--- src/hw/rtl/vpsr_pkg.sv ---
`timescale 1ns / 1ps

package vpsr_pkg;

    // Default geometry of the video stream
    localparam int PACKETS_PER_SEGMENT_DEF = 60;
    localparam int GROUPS_PER_PACKET_DEF   = 20;
    localparam int EARLY_PACKETS_DEF       = 20;
    localparam int SEGMENTS_DEF            = 4;
    localparam int QUEUE_DEPTH_DEF         = 4;

    localparam int GROUP_BYTES = 7;
    localparam int WORD_W      = 32;
    localparam int ADDR_W      = 16;
    localparam int DATA_W      = 56;
    localparam int STATUS_W    = 2;
    localparam int SEG_W       = 4;

    // Capture status codes as seen on the result beat
    localparam logic [STATUS_W-1:0] STATUS_IDLE     = 2'd0;
    localparam logic [STATUS_W-1:0] STATUS_ARMED    = 2'd1;
    localparam logic [STATUS_W-1:0] STATUS_PROGRESS = 2'd2;
    localparam logic [STATUS_W-1:0] STATUS_DONE     = 2'd3;

    typedef struct packed {
        logic              action;
        logic [WORD_W-1:0] word_value;
        logic              first_word;
    } item_t;

    typedef struct packed {
        logic                write_enable;
        logic [ADDR_W-1:0]   byte_address;
        logic [DATA_W-1:0]   group_data;
        logic [STATUS_W-1:0] capture_status;
        logic [SEG_W-1:0]    segment_number;
        logic                last;
    } result_t;

    // One classified word, as handed from the front to the back
    typedef struct packed {
        logic                replay;
        logic                write;
        logic [ADDR_W-1:0]   replay_addr;
        logic [DATA_W-1:0]   replay_data;
        logic [ADDR_W-1:0]   main_addr;
        logic [DATA_W-1:0]   main_data;
        logic [STATUS_W-1:0] status;
        logic [SEG_W-1:0]    segment;
    } cmd_t;

endpackage

--- src/hw/rtl/vpsr_back.sv ---
`timescale 1ns / 1ps

module vpsr_back (
    input  logic              clk,
    input  logic              rst_n,
    input  logic              head_valid,
    input  vpsr_pkg::cmd_t    head,
    output logic              pop,
    output logic              result_valid,
    input  logic              result_stall,
    output vpsr_pkg::result_t result
);
    import vpsr_pkg::*;

    logic    result_valid_reg;
    result_t result_reg;
    logic    phase_reg;
    logic    load_ok;
    logic    take_replay;
    result_t beat;

    assign load_ok      = !result_valid_reg || !result_stall;
    assign take_replay  = head.replay && !phase_reg;
    assign pop          = head_valid && load_ok && !take_replay;
    assign result_valid = result_valid_reg;
    assign result       = result_reg;

    // Replay beat first, then the beat for the word itself
    always_comb
    begin
        beat.capture_status = head.status;
        beat.segment_number = head.segment;
        if (take_replay)
        begin
            beat.write_enable = 1'b1;
            beat.byte_address = head.replay_addr;
            beat.group_data   = head.replay_data;
            beat.last         = 1'b0;
        end
        else
        begin
            beat.write_enable = head.write;
            beat.byte_address = head.main_addr;
            beat.group_data   = head.main_data;
            beat.last         = 1'b1;
        end
    end

    always_ff @(posedge clk or negedge rst_n)
    begin
        if (!rst_n)
        begin
            result_valid_reg <= 1'b0;
            phase_reg        <= 1'b0;
        end
        else if (load_ok)
        begin
            result_valid_reg <= head_valid;
            if (head_valid)
            begin
                phase_reg <= take_replay;
            end
        end
    end

    always_ff @(posedge clk)
    begin
        if (load_ok && head_valid)
        begin
            result_reg <= beat;
        end
    end

    a_first_beat_writes: assert property (@(posedge clk) disable iff (!rst_n)
        result_valid_reg && !result_reg.last |-> result_reg.write_enable)
        else $error("non-final beat without a write");

    a_pair_follows: assert property (@(posedge clk) disable iff (!rst_n)
        result_valid_reg && !result_stall && !result_reg.last
        |=> result_valid_reg && result_reg.write_enable && result_reg.last)
        else $error("replay beat not followed by its frame write");

    a_idle_beat_zero: assert property (@(posedge clk) disable iff (!rst_n)
        result_valid_reg && !result_reg.write_enable
        |-> (result_reg.byte_address == '0) && (result_reg.group_data == '0))
        else $error("beat without write carries address or data");

endmodule

--- config.mk ---
export PLATFORM = sky130hd
export DESIGN_NAME = vpsr_back
export DESIGN_NICKNAME = d
export VERILOG_FILES = /design/src/hw/rtl/vpsr_pkg.sv /design/src/hw/rtl/vpsr_back.sv
export SDC_FILE = /design/constraint.sdc
export NUM_CORES = 1
export LEC_CHECK = 0
export ABC_CLOCK_PERIOD_IN_PS = 11800
export BUFFER_PORTS_ARGS = -buffer_cell sky130_fd_sc_hd__clkbuf_2
export CAP_MARGIN = 20
export CORE_AREA = 2 2 92 94
export DETAILED_ROUTE_END_ITERATION = 10
export DIE_AREA = 0 0 94 96
export GPL_TIMING_DRIVEN = 0
export HOLD_SLACK_MARGIN = 0.02
export MAX_ROUTING_LAYER = met4
export PLACE_DENSITY = 0.84
export SLEW_MARGIN = 5
export SYNTH_ARGS = -nofsm -noshare
export SYNTH_HDL_FRONTEND = slang
export SYNTH_SLANG_ARGS = --single-unit
--- constraint.sdc ---
create_clock -name clk -period 11.8 [get_ports clk]
set_input_delay 1.18 -clock clk [delete_from_list [all_inputs] [get_ports clk]]
set_output_delay 1.18 -clock clk [all_outputs]
set_load 0.01 [all_outputs]
* After elaboration in Yosys (flattened, before gate mapping)
Index checks and enable logic that the tools add are counted.
Cells by class: muxes and demuxes 2, reduce and logical (&&, ||, !) cells 9
Operators with widths (count):
- $mux 72 | 1
- $logic_not 1->1 | 4
- $logic_and 1x1->1 | 3
- $reduce_and 2->1 | 1
- $logic_or 1x1->1 | 1
- $mux 1 | 1
Storage, ports and cells: register bits 82, input bits 156, logic and storage cells 19, output and inout bits 82

* Logic depth before layout (Yosys ltp)
depth after elaboration 4, depth in mapped cells 4, gate-level depth less buffers 2

* Worst setup path before layout
No wires, ideal clock.
path type input to output, start point input head_valid, end point output pop, data arrival time 7772 ps, buffers on the path 0, cell stages on the path 2, required time 10620 ps, slack 2848 ps, cell sequence a21boi_0 -> and2_1
Between the ends: cells in the longest elaborated chain, start to end 2
Ends and longest elaborated chain:
- start, declared | RTL line vpsr_back.sv:6 | input logic head_valid,
- $logic_and 1x1->1 (2 in a row) | RTL line vpsr_back.sv:24 | assign pop = head_valid && load_ok && !take_replay;
- end, declared | RTL line vpsr_back.sv:8 | output logic pop,
Every way passes these cells.

* Worst setup path after layout
start point input head[151] (netlist name), end point output pop
Between the ends: cells in the longest elaborated chain, start to end 3
Ends and longest elaborated chain:
- start, declared | RTL line vpsr_back.sv:7 | input vpsr_pkg::cmd_t head,
- $logic_and 1x1->1 | RTL line vpsr_back.sv:23 | assign take_replay = head.replay && !phase_reg;
- $logic_not 1->1 | RTL line vpsr_back.sv:24
- $logic_and 1x1->1 | RTL line vpsr_back.sv:24
Every way passes these cells.

==> results.py <==
metrics = {
    "synth": {
        "syn_nets": 325,
        "synth_area_sq_mm": 0.003525,
        "synth_warnings": 0,
        "ys_ff_latch": 82,
        "yosys-top-cells-area": "edfxtp_1, mux2_4, mux2_2, buf_6, dfrtp_1",
        "synth_cells": 169,
        "ys_seq_area_share_pct": 69.58,
        "synth_area_leader_cell": "edfxtp_1",
        "synth.distinct_cells": 13,
        "syn_area_per_cell_sq_um": 20.86,
        "synth_top_area_share_pct": 68.16,
    },
    "clock_network": {
        "cts_setup_buffers": 0,
        "clkTransAtPathRegs_ns": 0.08,
        "cts_root_buffer": "clkbuf_8",
        "clockBufferDepth": 2,
        "cts-resized-gates": 0,
        "cts_made_buffers": 9,
        "postCtsHoldBufs": 0,
        "cts_htree_levels": 3,
        "cts.sinks": 82,
        "tritoncts": "yes",
        "clk_latency_ns": 0.34,
    },
    "placement": {
        "dpl.cell_count": 514,
        "hpwlAfterDp_mm": 6.324,
        "io_buffers": 237,
        "pre_cts_ws_ns": 8.612,
        "place_congestion": 0.7209,
    },
    "timing": {
        "finalWorstSetupSlack_ns": 8.640,
        "fmax_mhz": 316.5,
        "worstMarginPinSlew_ns": 0.3575,
        "rsz0062_at_grt": "false",
        "finalHoldWorstSlack_ns": 0.5409,
        "fin_crit_sh_pct": 26.78,
        "relSlewSlack_pct": 76.11,
        "setup-violations-final": 0,
        "clock_skew_ns": 0.008168,
        "slew_viol_final": 0,
        "hold_viol": 0,
        "finalCriticalPeriod_ns": 3.160,
        "fin_tns_setup_ns": 0,
    },
    "run_status": {
        "status": "completed",
    },
    "global_route": {
        "track_usage_pct": 16.50,
        "grt_max_degree": 29,
        "grt_pass1_vias": 2288,
        "antenna_found_initial": 0,
        "grt_overflow": 0,
        "grt_pass1_wl_mm": 10.72,
    },
    "layout": {
        "drive_above_1_share_pct": 79.29,
        "diodes": 0,
        "instances_no_fill": 530,
        "largest_reg_flops": 80,
        "fin_nets": 576,
        "fin_util_pct": 64.51,
        "area.growth.synth_to_final_pct": 47.36,
    },
    "worst_setup_path": {
        "cp-end-kind": "output pin",
        "start_kind": "primary input",
        "crit_type": "primary input to output pin",
        "arrival_ns": 1.98,
        "regToRegSetupSlack_ns": 10.28,
        "cp.required_ns": 10.62,
        "cp_max_fo": 10,
    },
    "flow_run": {
        "maxCapViolations": 0,
    },
    "die": {
        "io_pins": 238,
        "initial_utilization_pct": 43.78,
        "fp.dieW_um": 94,
        "rows": 33,
        "die_y_um": 96,
        "dieArea_sq_mm": 0.009024,
        "core_sq_mm": 0.008051,
    },
    "route": {
        "wire_per_inst_um": 14.53,
        "drt_pre_antenna_iters": 4,
        "vias_per_cell": 4.591,
        "routed_wirelength_mm": 7.703,
        "detail-route-antenna-nets": 0,
        "drt_iter0_drc": 83,
        "num_vias": 2433,
        "drc": 0,
    },
    "pwr": {
        "p_leak_uw": 0.002467,
        "p_per_area_mw_per_mm2": 147.6,
        "peakVddDrop_mv": 0.08024,
    },
    "hold_path": {
        "worst_hold_path_type": "register to register",
    },
}
==> worst max-delay path: stages <==
cell      delay (ns)
clkbuf_2        0.10
nand2b_4        0.10
buf_6           0.16
buf_6           0.17
and2_1          0.13
clkbuf_2        0.13
==> per-stage QoR <==
step | total power, uW | instance area, sq um
finish | 766.8 | 5194
floorplan | 455.6 | 3525
detailed placement | 515.2 | 4928
CTS | 776.2 | 5194
global route | 798.6 | 5194
global placement | 510.1 | 4842
==> path summary, 6_finish.rpt <==
kind	from	to	cells after the start
min	phase_reg	phase_reg	2
min in group asynchronous	rst_n	result_valid	1
min reg2reg	phase_reg	phase_reg	2
max	head[151]	pop	6
max reg2reg	result_valid	result[20]	3
max in group asynchronous	rst_n	phase_reg	1
==> cells in the mapped netlist <==
cell and count:
a21o_1 1, inv_1 1, a21boi_0 1, mux2_4 36
dfrtp_1 2, buf_6 5, mux2i_1 1, buf_2 3
nand2b_4 1, edfxtp_1 80, and2_1 1, nand2b_1 1
mux2_2 36
==> metal layers <==
| metal | GRT usage, % | part of all wire, % | vias to the layer above |
|---|---|---|---|
| li1 | - | - | 1162 |
| met1 | 16.54 | 34 | 1136 |
| met2 | 31.73 | 57 | 131 |
| met3 | 4.307 | 7.8 | 4 |
| met4 | 4.348 | 0.55 | 0 |
| met5 | - | 0 | - |
==> cell type report <==
class                      instances  area (sq um)
fill                             611          2858
clock inverter                     6         137.6
tap                              105         131.4
sequential                        82          2452
multi-input combinational         78          1008
inverter                           1         3.754
timing repair buffer             240          1261
clock buffer                      10         127.6
buffer                             8         71.32
==> placed cells by master, fill, tap and decap left out, types with 2 or more instances in the layout <==
cell type  netlist  routed
mux2_2          36      36
bufinv_16        0       4
buf_16           0       2
edfxtp_1        80      80
clkbuf_2         0     237
clkbuf_8         0       9
buf_6            5       5
buf_2            3       3
dfrtp_1          2       2
mux2_4          36      36
==> cell families after synthesis <==
family	share of synthesized area (%)
AOI/OAI and AO/OA	0.4261
buffers and inverters	2.130
muxes	27.12
DFF	69.58
and+or+nand+nor	0.7456
==> power breakdown <==
| part | internal (uW) | switching (uW) | total (uW) |
|---|---|---|---|
| Sequential | 352 | 6.37 | 358 |
| Combinational | 85.5 | 61.9 | 147 |
| Clock | 163 | 98.3 | 261 |
Power figures use the tool's default switching activity.
