<file path="src/hw/rtl/vpsr_pkg.sv">
`timescale 1ns / 1ps

package vpsr_pkg;

    // Default geometry of the video stream
    localparam int PACKETS_PER_SEGMENT_DEF = 60;
    localparam int GROUPS_PER_PACKET_DEF   = 20;
    localparam int EARLY_PACKETS_DEF       = 20;
    localparam int SEGMENTS_DEF            = 4;
    localparam int QUEUE_DEPTH_DEF         = 4;

    localparam int GROUP_BYTES = 7;
    localparam int WORD_W      = 32;
    localparam int ADDR_W      = 16;
    localparam int DATA_W      = 56;
    localparam int STATUS_W    = 2;
    localparam int SEG_W       = 4;

    // Capture status codes as seen on the result beat
    localparam logic [STATUS_W-1:0] STATUS_IDLE     = 2'd0;
    localparam logic [STATUS_W-1:0] STATUS_ARMED    = 2'd1;
    localparam logic [STATUS_W-1:0] STATUS_PROGRESS = 2'd2;
    localparam logic [STATUS_W-1:0] STATUS_DONE     = 2'd3;

    typedef struct packed {
        logic              action;
        logic [WORD_W-1:0] word_value;
        logic              first_word;
    } item_t;

    typedef struct packed {
        logic                write_enable;
        logic [ADDR_W-1:0]   byte_address;
        logic [DATA_W-1:0]   group_data;
        logic [STATUS_W-1:0] capture_status;
        logic [SEG_W-1:0]    segment_number;
        logic                last;
    } result_t;

    // One classified word, as handed from the front to the back
    typedef struct packed {
        logic                replay;
        logic                write;
        logic [ADDR_W-1:0]   replay_addr;
        logic [DATA_W-1:0]   replay_data;
        logic [ADDR_W-1:0]   main_addr;
        logic [DATA_W-1:0]   main_data;
        logic [STATUS_W-1:0] status;
        logic [SEG_W-1:0]    segment;
    } cmd_t;

endpackage

</file>
<file path="src/hw/rtl/vpsr_queue.sv">
`timescale 1ns / 1ps

module vpsr_queue #(
    parameter int DEPTH = vpsr_pkg::QUEUE_DEPTH_DEF
) (
    input  logic           clk,
    input  logic           rst_n,
    input  logic           push_valid,
    input  vpsr_pkg::cmd_t push_data,
    output logic           full,
    output logic           head_valid,
    output vpsr_pkg::cmd_t head,
    input  logic           pop
);
    import vpsr_pkg::*;

    localparam int PTR_W = (DEPTH > 1) ? $clog2(DEPTH) : 1;
    localparam int CNT_W = $clog2(DEPTH + 1);
    localparam logic [PTR_W-1:0] LAST_PTR = PTR_W'(DEPTH - 1);

    cmd_t             entries [DEPTH];
    logic [PTR_W-1:0] wr_ptr_reg, wr_ptr_next;
    logic [PTR_W-1:0] rd_ptr_reg, rd_ptr_next;
    logic [CNT_W-1:0] count_reg, count_next;
    logic             do_push;
    logic             do_pop;

    assign full       = (count_reg == CNT_W'(DEPTH));
    assign head_valid = (count_reg != '0);
    assign head       = entries[rd_ptr_reg];
    assign do_push    = push_valid && !full;
    assign do_pop     = pop && head_valid;

    always_comb
    begin
        wr_ptr_next = wr_ptr_reg;
        rd_ptr_next = rd_ptr_reg;
        if (do_push)
        begin
            wr_ptr_next = (wr_ptr_reg == LAST_PTR) ? '0 : wr_ptr_reg + PTR_W'(1);
        end
        if (do_pop)
        begin
            rd_ptr_next = (rd_ptr_reg == LAST_PTR) ? '0 : rd_ptr_reg + PTR_W'(1);
        end
        case ({do_push, do_pop})
            2'b10:   count_next = count_reg + CNT_W'(1);
            2'b01:   count_next = count_reg - CNT_W'(1);
            default: count_next = count_reg;
        endcase
    end

    always_ff @(posedge clk or negedge rst_n)
    begin
        if (!rst_n)
        begin
            wr_ptr_reg <= '0;
            rd_ptr_reg <= '0;
            count_reg  <= '0;
        end
        else
        begin
            wr_ptr_reg <= wr_ptr_next;
            rd_ptr_reg <= rd_ptr_next;
            count_reg  <= count_next;
        end
    end

    always_ff @(posedge clk)
    begin
        if (do_push)
        begin
            entries[wr_ptr_reg] <= push_data;
        end
    end

endmodule

</file>
<file path="config.mk">
export PLATFORM = sky130hd
export DESIGN_NAME = vpsr_queue
export DESIGN_NICKNAME = d
export VERILOG_FILES = /design/src/hw/rtl/vpsr_pkg.sv /design/src/hw/rtl/vpsr_queue.sv
export SDC_FILE = /design/constraint.sdc
export NUM_CORES = 1
export LEC_CHECK = 0
export BUFFER_PORTS_ARGS = -buffer_cell sky130_fd_sc_hd__buf_2
export CAP_MARGIN = 5
export CORE_MARGIN = 4
export CORE_UTILIZATION = 55
export DETAILED_ROUTE_END_ITERATION = 10
export GPL_TIMING_DRIVEN = 0
export PLACE_DENSITY = 0.77
export SYNTH_ARGS = -nofsm -noshare
export SYNTH_HDL_FRONTEND = slang
export SYNTH_SLANG_ARGS = --single-unit
</file>
<file path="constraint.sdc">
create_clock -name clk -period 6.3 [get_ports clk]
set_clock_uncertainty 0.1 [all_clocks]
set_input_delay 1.26 -clock clk [delete_from_list [all_inputs] [get_ports clk]]
set_output_delay 1.26 -clock clk [all_outputs]
set_load 0.05 [all_outputs]
</file>
### Yosys cells after proc, flatten, opt, wreduce, memory -nomap -nowiden

Memories as Yosys holds them, arrays and structs flattened.
Index checks and enable logic that the tools add are counted.

* $add $sub $neg: 4
* eq/ne operators: 5
* muxes and demuxes: 5
* reductions and logical operators: 5

Operator list (number)
* $eq A2 B2 Y1 const B: 3
* $pmux W3 S2: 1
* $add A2 B1 Y2 const B: 2
* $mux W2: 2
* $add A3 B1 Y3 const B: 1
* $eq A3 B3 Y1 const B: 1
* $reduce_bool A3 Y1: 1
* $sub A3 B1 Y3 const B: 1
* $eq A2 B1 Y1 const B: 1
* $logic_and A1 B1 Y1: 2
* $mux W1: 2
* $reduce_bool A2 Y1: 1
* $logic_not A1 Y1: 1

* register bits after elaboration: 7
* memory bits (writable): 608
* input bits: 156
* output and inout bits: 154
* word-level logic and storage cells: 23
* memories: 1

Memories
* entries: depth 4, bits a word 152, read ports 1, clocked after Yosys merged registers in 0, write ports 1, RTL line vpsr_queue.sv:21 `cmd_t entries [DEPTH];`

### Longest topological paths before layout

* depth after elaboration: 5
* gate-level depth with buffers: 9
* gate-level depth less buffers: 9

### Worst setup path after synthesis

Ideal clock, no wire load.

* path type: input-to-reg
* from: input push_valid
* to: memory entries[0][0] (netlist name), enable pin
* setup time: 0.530 ns
* arrival time: 5.089 ns
* required time: 5.670 ns
* setup slack: 0.581 ns
* stages on the path: 2
* buffers on the path: 0
* cells stage by stage: nor2b_1 -> and2_1

* word-level cells in the longest chain between the ends: 3

Ends and longest elaborated chain
* start: declaration: RTL line vpsr_queue.sv:8 `input logic push_valid,`
* $logic_and A1 B1 Y1: RTL line vpsr_queue.sv:31 `assign do_push = push_valid && !full;`
* $mux W1: RTL line vpsr_queue.sv:71 `if (do_push)`
* $mux W1 (implied by the code): RTL line vpsr_queue.sv:73 `entries[wr_ptr_reg] <= push_data;`
* end: declaration: RTL line vpsr_queue.sv:21

Every way passes these cells.

==> qor.csv <==
metric,value,unit
path_common_cell,buf_2,
ctsRootBufferMaster,clkbuf_16,
wl_per_cell,24.9,um
first_global_vias,10932,
cts_hold_buffers,0,
max_slew_margin,37.2,%
drc_errors,0,
gp_congestion,0.756,
port_buffers,309,
ios,310,
h-tree-depth,2,
cts_setup_buffers,0,
gr-total-overflow,0,
die_y,210,um
route.vias.total,10155,
critical_path_class,flip-flop to output port,
fillCellCount,2423,
critPathMaxStageDelay,0.37,ns
yosysSeqAreaShare,82.5,%
regArea,18400,sq um
coreArea,39900,sq um
synth_warnings,0,
ys_types,21,
ir_drop,0.377,mV
stdcell_count,1786,
synth-seq-cells,615,
grt_pass1_wl,67.3,mm
clk_latency,0.59,ns
period_minus_slack,3.99,ns
clockBufferDepth,3,
wl_met2,23.4,mm
worst_pin_slew,0.942,ns
num_rows,73,
yosys.area.top_type,edfxtp_1,
grt_setup_unrepaired,false,
start_util,56.0,%
period_share,63.3,%
first_iter_violations,659,
grt_max_degree,58,
fin_area,26700,sq um
fin_ws,2.31,ns
dpl.cell_count,1677,
avgSynthCellArea,26.8,sq um
wirelength,44.4,mm
cts.sink_count,615,
dr.max_layer_used,met5,
hold_class,primary input to async pin,
syn_to_final_growth,19.7,%
multiInputGateArea,3670,sq um
drv_slew,0,
syn_nets,997,
crit_path_start_kind,flip-flop,
dpl-instance-area,24800,sq um
syn_area,22300,sq um
tritoncts,built,
synth_top_area_share,81.8,%
timing.fmax,0.251,GHz
critPathBufInv,4,
worst_setup_path_end_kind,output port,
crit_family,buffers and inverters,
path_cells,"buf_2, buf_2, buf_2, mux4_2, buf_2",
grt_util_all_layers,20.3,%
cts.clk_slew.worst_paths,0.06,ns
holdWs,0.393,ns
hold_viol_final,0,
p_per_area,559,nW/um^2
preCtsSetupSlack,2.73,ns
nets,1376,
cap_violations,0,
m1WireLength,16.9,mm
antenna_found_initial,11,
status,"finished, final reports clean",
dp_hpwl,28.0,mm
cp_slowest_cell,buf_2,
setup_viol,0,
drt_first_pass_iters,5,
ys_top_cells_by_area,"edfxtp_1, mux4_2, dfrtp_1, buf_2, buf_6",
critPathArrivalTime,2.63,ns
largest_register_ffs,608,
crit_required,4.94,ns
fp.dieW,210,um
synthCells,834,
tns,0,ns
ctsResizeCount,0,
ant_nets,0,
dr_wl_met3,2.85,mm
dieArea,43900,sq um
drive_gt1_share,46.7,%
via_per_inst,5.69,
leakagePower,9.15,nW
cts_buffers,59,
crit_fanout,10,
==> layout make-up <==
type / count / share of cell area, %
Antenna cell: 5 / 0.0468
Inverter: 7 / 0.0983
Timing Repair Buffer: 318 / 6.68
Sequential cell: 615 / 68.9
Multi-Input combinational cell: 178 / 13.7
Clock inverter: 30 / 1.51
Tap cell: 525 / 2.46
Clock buffer: 74 / 5.73
Buffer: 34 / 0.800
==> final timing paths <==
kind                               startpoint        endpoint  slack (ns)  cells past startpoint
worst max-delay path            rd_ptr_reg[1]        head[82]        2.31                      5
worst min-delay path                    rst_n   wr_ptr_reg[1]        0.39                      1
worst max register to register   count_reg[2]  entries[3][62]        3.56                      4
worst min register to register   count_reg[2]    count_reg[2]        0.40                      1
max in group asynchronous               rst_n   rd_ptr_reg[0]        5.55                      1
min in group clk                 count_reg[2]    count_reg[2]        0.40                      1
==> layer usage <==
layer	vias up	global-route usage (%)
met2	333	34.3
met5	-	0
met1	5340	26.6
li1	4387	-
met3	85	4.86
met4	10	6.73
==> placed cells by master, fill, tap and decap left out <==
cell type,instances
edfxtp_1,608
clkinv_1,8
mux4_2,152
buf_2,327
nand2_1,1
clkbuf_16,59
bufinv_16,10
mux2_2,4
clkinvlp_4,1
buf_6,8
mux2i_1,1
diode_2,5
clkinv_2,8
nor2b_1,1
fa_1,1
buf_16,8
or3_1,1
buf_12,1
buf_1,2
clkbuf_1,20
buf_4,1
nor3b_1,1
xnor2_1,1
nor2_1,3
inv_1,7
inv_6,3
dfrtp_1,7
ha_1,6
xor2_1,2
and2_4,4
==> per-stage QoR <==
stage | utilization [%] | total power [mW]
after floorplan | - | 10.2
after global placement | 61.5 | 11.6
after detailed placement | 62.1 | 11.6
after CTS | 67.0 | 15.1
after global routing | 67.0 | 15.6
final | 67.0 | 15.0
==> kinds of logic (layout without fill, tap and decap cells) <==
logic type                 after synthesis  count (layout)  share of synthesized area [%]
xor gates and xnor gates                 3               3                          0.118
adders and majority gates                7               7                          0.426
muxes                                  157             157                           15.6
other                                    0               5                              0
and+or+nand+nor                         11              11                          0.269
DFF                                    615             615                           82.5
buffers and inverters                   41             463                           1.08
==> report_power, final <==
| group | internal, mW | leakage [nW] | switching [mW] |
|---|---|---|---|
| Combinational | 1.72 | 2.56 | 4.13 |
| Clock | 2.12 | 0.944 | 1.41 |
| Sequential | 5.40 | 5.65 | 0.174 |
==> cell usage after synthesis <==
cell,number
and2_1,4
buf_1,2
buf_2,18
buf_4,1
buf_6,8
clkbuf_1,5
dfrtp_1,7
edfxtp_1,608
fa_1,1
ha_1,6
inv_1,7
mux2_2,4
mux2i_1,1
mux4_2,152
nand2_1,1
nor2_1,3
nor2b_1,1
nor3b_1,1
or3_1,1
xnor2_1,1
xor2_1,2
==> worst register-to-register path: stages, from the launching register on <==
cell	delay, ns
dfrtp_1	0.40
nor3b_1	0.16
nor2b_1	0.44
and2_4	0.87
buf_16	0.37
No activity file was read; power rests on OpenSTA's default activity.
